===== src/rtl/iptmu_pkg.sv =====
// Shared types and constants of the page table map update block.
// Used by the controller, the datapath, the top level and the checker.
// No dependencies.
`default_nettype none

package iptmu_pkg;

  localparam int GPA_W     = 64;
  localparam int HPA_W     = 52;
  localparam int LEN_W     = 64;
  localparam int ENTRY_W   = 64;
  localparam int IDX_W     = 9;
  localparam int PN_W      = 40;
  localparam int PN_LSB    = 12;
  localparam int SHIFT_W   = 6;
  localparam int LVL_W     = 3;
  localparam int SPMASK_W  = 4;
  localparam int CFG_W     = 4;
  localparam int CFG_IDX_W = 1;

  localparam logic [CFG_IDX_W-1:0] CFG_SP_MASK = 1'b0;
  localparam logic [CFG_IDX_W-1:0] CFG_LEVELS  = 1'b1;

  localparam logic [LVL_W-1:0] LEVELS_RST = 3'd4;
  localparam logic [LVL_W-1:0] LEVELS_MIN = 3'd2;
  localparam logic [LVL_W-1:0] LEVELS_MAX = 3'd6;

  localparam logic [ENTRY_W-1:0] PTE_RD = 64'h1;
  localparam logic [ENTRY_W-1:0] PTE_WR = 64'h2;
  localparam logic [ENTRY_W-1:0] PTE_SP = 64'h80;

  localparam logic [SHIFT_W-1:0] SHIFT_BASE = 6'd12;
  localparam logic [SHIFT_W-1:0] SHIFT_STEP = 6'd9;

  typedef enum logic [1:0] {
    ST_OK        = 2'd0,
    ST_UNALIGNED = 2'd1,
    ST_EXHAUSTED = 2'd2
  } status_t;

  typedef struct packed {
    logic    capture;
    logic    setup;
    logic    clr_step;
    logic    rd_issue;
    logic    alloc;
    logic    walk;
    logic    leaf;
    logic    mod_start;
    logic    out_load;
    status_t res_status;
  } cmd_t;

  typedef struct packed {
    logic clr_last;
    logic bad_align;
    logic at_leaf;
    logic entry_zero;
    logic exhausted;
    logic mod_done;
    logic out_busy;
  } sts_t;

endpackage

`default_nettype wire


===== src/rtl/iptmu_ctrl.sv =====
// Controller state machine of the page table map update block.
// Sequences clearing, table walk, allocation and result hand-off; uses iptmu_pkg.
`default_nettype none

module iptmu_ctrl
  import iptmu_pkg::*;
(
  input  wire logic clk,
  input  wire logic rst_n,
  input  wire logic in_valid,
  output logic      in_stall,
  input  wire sts_t sts,
  output cmd_t      cmd
);

  typedef enum logic [6:0] {
    S_CLEAR  = 7'b0000001,
    S_IDLE   = 7'b0000010,
    S_CHECK  = 7'b0000100,
    S_WALK   = 7'b0001000,
    S_RDATA  = 7'b0010000,
    S_MODW   = 7'b0100000,
    S_RESULT = 7'b1000000
  } state_t;

  state_t  state_r, state_nxt;
  status_t status_r, status_nxt;

  always_ff @(posedge clk) begin
    if (!rst_n) begin
      state_r  <= S_CLEAR;
      status_r <= ST_OK;
    end else begin
      state_r  <= state_nxt;
      status_r <= status_nxt;
    end
  end

  assign in_stall = (state_r != S_IDLE);

  always_comb begin
    state_nxt      = state_r;
    status_nxt     = status_r;
    cmd            = '0;
    cmd.res_status = status_r;
    unique case (state_r)
      S_CLEAR: begin
        cmd.clr_step = 1'b1;
        if (sts.clr_last) begin
          state_nxt = S_IDLE;
        end
      end
      S_IDLE: begin
        if (in_valid) begin
          cmd.capture = 1'b1;
          state_nxt   = S_CHECK;
        end
      end
      S_CHECK: begin
        cmd.setup = 1'b1;
        if (sts.bad_align) begin
          status_nxt = ST_UNALIGNED;
          state_nxt  = S_RESULT;
        end else begin
          state_nxt = S_WALK;
        end
      end
      S_WALK: begin
        if (sts.at_leaf) begin
          cmd.leaf   = 1'b1;
          status_nxt = ST_OK;
          state_nxt  = S_RESULT;
        end else begin
          cmd.rd_issue = 1'b1;
          state_nxt    = S_RDATA;
        end
      end
      S_RDATA: begin
        if (sts.entry_zero) begin
          if (sts.exhausted) begin
            status_nxt = ST_EXHAUSTED;
            state_nxt  = S_RESULT;
          end else begin
            cmd.alloc = 1'b1;
            state_nxt = S_WALK;
          end
        end else begin
          cmd.mod_start = 1'b1;
          state_nxt     = S_MODW;
        end
      end
      S_MODW: begin
        if (sts.mod_done) begin
          cmd.walk  = 1'b1;
          state_nxt = S_WALK;
        end
      end
      S_RESULT: begin
        if (!sts.out_busy) begin
          cmd.out_load = 1'b1;
          state_nxt    = S_IDLE;
        end
      end
      default: begin
        state_nxt = S_IDLE;
      end
    endcase
  end

endmodule

`default_nettype wire


===== config.mk =====
export PLATFORM = sky130hd
export DESIGN_NAME = iptmu_ctrl
export DESIGN_NICKNAME = d
export VERILOG_FILES = /design/src/rtl/iptmu_pkg.sv /design/src/rtl/iptmu_ctrl.sv
export SDC_FILE = /design/constraint.sdc
export NUM_CORES = 1
export LEC_CHECK = 0
export BUFFER_PORTS_ARGS = -buffer_cell sky130_fd_sc_hd__buf_2
export CAP_MARGIN = 20
export CORE_MARGIN = 4
export CORE_UTILIZATION = 25
export DETAILED_ROUTE_END_ITERATION = 12
export PLACE_DENSITY_LB_ADDON = 0.3
export RECOVER_POWER = 100
export SYNTH_ARGS = -nofsm -noshare
export SYNTH_HDL_FRONTEND = slang
export SYNTH_SLANG_ARGS = --single-unit

===== constraint.sdc =====
create_clock -name clk -period 1.5 [get_ports clk]
set_clock_uncertainty 0.05 [all_clocks]
set_input_delay 0.15 -clock clk [delete_from_list [all_inputs] [get_ports clk]]
set_output_delay 0.15 -clock clk [all_outputs]
set_load 0.01 [all_outputs]

==> key figures <==
Drt
  • DR iter-0 viols: 13
  • Routed Antenna Nets: 0
  • Routed vias: 687
  • Wire per inst: 12.3 um
  • Vias per Instance: 4.67
  • Drt drc: 0
  • Final WL: 1810 um
  • Drt first pass iters: 4

Setup path
  • Setup crit end: cmd[5]
  • Worst Setup SP: state_r[3]$_SDFFE_PN0P_
  • RR Endpoint: state_r[1]$_SDFFE_PN0P_
  • Critical path class: reg2out
  • Reg2reg start: state_r[3]$_SDFFE_PN0P_
  • Worst reg2reg setup slack: -0.32 ns
  • CP most frequent cell: or3_4
  • Crit path launch type: flip-flop
  • CP Cell Sequence: or3_4 > or3_4 > nor2_4 > and2_4 > buf_6
  • CP top delay family: simple AND/OR/NAND/NOR gates
  • Worst EP required: 1.30 ns
  • Max incr delay on CP: 0.40 ns
  • Critical Path AT: 1.69 ns
  • Stages on worst setup path: 5
  • Critical Path Fanout Max: 3
  • Crit path buf inv count: 1
  • Slowest cell on crit path: or3_4
  • R2r worst-path depth: 5
  • Crit. End Element: primary output

Layout
  • Number of diodes: 0
  • Most frequent cells in the layout: 22 x buf_4, 14 x buf_2, 7 x buf_6
  • Final #Nets: 131
  • Synth-to-Final Area Change: 84.4%
  • Final core occ: 50.1%
  • Most common cell after layout, fill and taps aside: buf_4
  • Layout cells sized above 1: 63.3%
  • Layout fillers: 205
  • Final instance area: 1020 sq um

Run status
  • Run status: finished, violations left
  • Failing checks: setup timing

STA
  • Tmin final: 1.89 ns
  • Slew HR: 74.7%
  • Slew Limit Fails: 0
  • Final Hold Viols: 0
  • Final period util: 126%
  • Worst-Margin Slew: 0.376 ns
  • Worst setup margin: -0.386 ns
  • Max Clk Rate: 530 MHz
  • Worst hold slack: 0.0426 ns
  • RSZ-0062 raised after global routing: yes
  • Final Setup Violations: 16

Floorplanning
  • Cell row count: 16
  • Die area: 3030 sq um
  • Initial cell density of the core: 27.1%
  • I/O pin cnt: 22
  • Die width: 55.1 um
  • CORE AREA: 2040 sq um
  • Die H: 55.1 um

Placed design
  • GPL Wtd Cong: 0.821
  • Port bufs: 21
  • Pre-CTS WS: -0.155 ns
  • DP Area: 811 sq um
  • Detail Placement HPWL: 1230 um

Global route
  • Grt total ovfl: 0
  • Initial antenna violation count: 0
  • All-Layer GR Usage: 12.7%
  • First-pass GRT wire length: 2700 um
  • Vias in the first global route: 650
  • Largest net degree at the start of global routing: 9

Yosys
  • Register bit total from synthesis: 9
  • Post-synthesis sequential area ratio: 32.5%
  • Post-synthesis cell area: 554 sq um
  • Yosys top cell area share: 32.5%
  • Gate Count Post-Synth: 72
  • Syn Area/Cell: 7.70 sq um
  • Syn Nets: 82
  • Distinct cells, synth: 31
  • Cell taking the most area after synthesis: dfxtp_1
  • Synthesis warning total: 0
  • Main area contributors after synthesis: dfxtp_1 33%, nor3_1 5.4%, nand2_1 5.4%

Power
  • LEAKAGE: 0.477 nW
  • VDD IR max: 0.377 mV
  • Cell Pwr Density: 589 nW/um^2

CTS
  • Clock Sinks: 9
  • TritonCTS buffer count: 3
  • H-tree depth: 1
  • Maximum clock path buffer count: 2
  • Worst-path clk slew: 0.06 ns
  • Post-CTS Hold Fix Bufs: 0
  • CTS tree: yes
  • Clk_lat worst skew: 0.26 ns
  • Clock Root Buffer: clkbuf_4

Run
  • Max cap viols: 0

Min path
  • Hold crit path type: in2reg
==> final cells by class <==
class / count / area, sq um / area share [%]
sequential: 9 / 189 / 18.5
timing repair buffer: 45 / 322 / 31.5
tap: 27 / 33.8 / 3.30
clock buffer: 4 / 26.3 / 2.57
multi-input combinational: 56 / 429 / 42.0
inverter: 6 / 22.5 / 2.20
==> metal layers <==
metal	part of all wire (%)	wire, um	global-route usage [%]	up-vias
met3	4.8	87	3.22	4
met4	1.3	24	4.86	0
li1	-	-	-	349
met1	46	841	15.9	316
met5	0	0	0	-
met2	47	857	20.9	18
==> Yosys cell counts <==
library cell  instances
a211oi_1              1
a21boi_0              1
a22oi_1               1
and2_1                2
and2_2                1
and2b_1               1
and2b_2               2
and3_1                2
and3_2                1
clkbuf_4              1
dfxtp_1               9
inv_1                 6
nand2_1               8
nand2b_1              1
nand3_1               1
nand4_1               1
nor2_1                8
nor2b_1               1
nor3_1                6
nor3b_1               1
nor4_1                4
o21a_1                2
o21ai_0               1
o221a_1               1
o22a_1                1
o22ai_1               1
o311a_1               1
o31ai_1               1
or2b_1                2
or3_4                 2
or3b_2                1
==> flip-flops by register name (all words and copies together) (netlist names) <==
signal	cells
state_r	7
status_r	2
==> metrics by stage <==
step / power [mW] / cells / TNS, ns
after floorplan: 0.317 / 72 / -0.216
after global placement: 0.371 / 135 / -0.500
after detailed placement: 0.372 / 135 / -0.632
after CTS: 0.592 / 144 / -2.83
after global routing: 0.635 / 147 / -4.32
final: 0.602 / 147 / -3.12
==> logic make-up (layout without fill, tap and decap cells) <==
kind of cell / after synthesis / count (layout) / synth area share [%]
compound gates: 11 / 11 / 15.6
buf+inv: 7 / 55 / 5.42
flops: 9 / 9 / 32.5
simple gates: 45 / 45 / 46.5
==> worst min path at each step <==
stage | slack [ns] | cells after the start | start | end
after floorplan | 0.18 | 1 | sts[4] | state_r[4]$_SDFFE_PN0P_
after global placement | 0.31 | 2 | sts[4] | state_r[4]$_SDFFE_PN0P_
after detailed placement | 0.31 | 2 | sts[4] | state_r[4]$_SDFFE_PN0P_
after CTS | 0.03 | 2 | sts[4] | state_r[4]$_SDFFE_PN0P_
after global routing | 0.05 | 2 | sts[4] | state_r[4]$_SDFFE_PN0P_
final | 0.04 | 2 | sts[4] | state_r[4]$_SDFFE_PN0P_
==> power breakdown <==
part / internal [mW] / leakage (nW) / switching [mW] / total (mW)
Clock: 0.103 / 0.0150 / 0.0886 / 0.191
Sequential: 0.244 / 0.0758 / 0.00470 / 0.249
Combinational: 0.0863 / 0.386 / 0.0757 / 0.162
==> repair_timing <==
item                       CTS  global route
buffers inserted             5             3
setup endpoints to repair   15            17
pin swaps                    8             4
gates resized for setup     21            14
hold endpoints to repair     0             0
(Power assumes the default switching activity.)
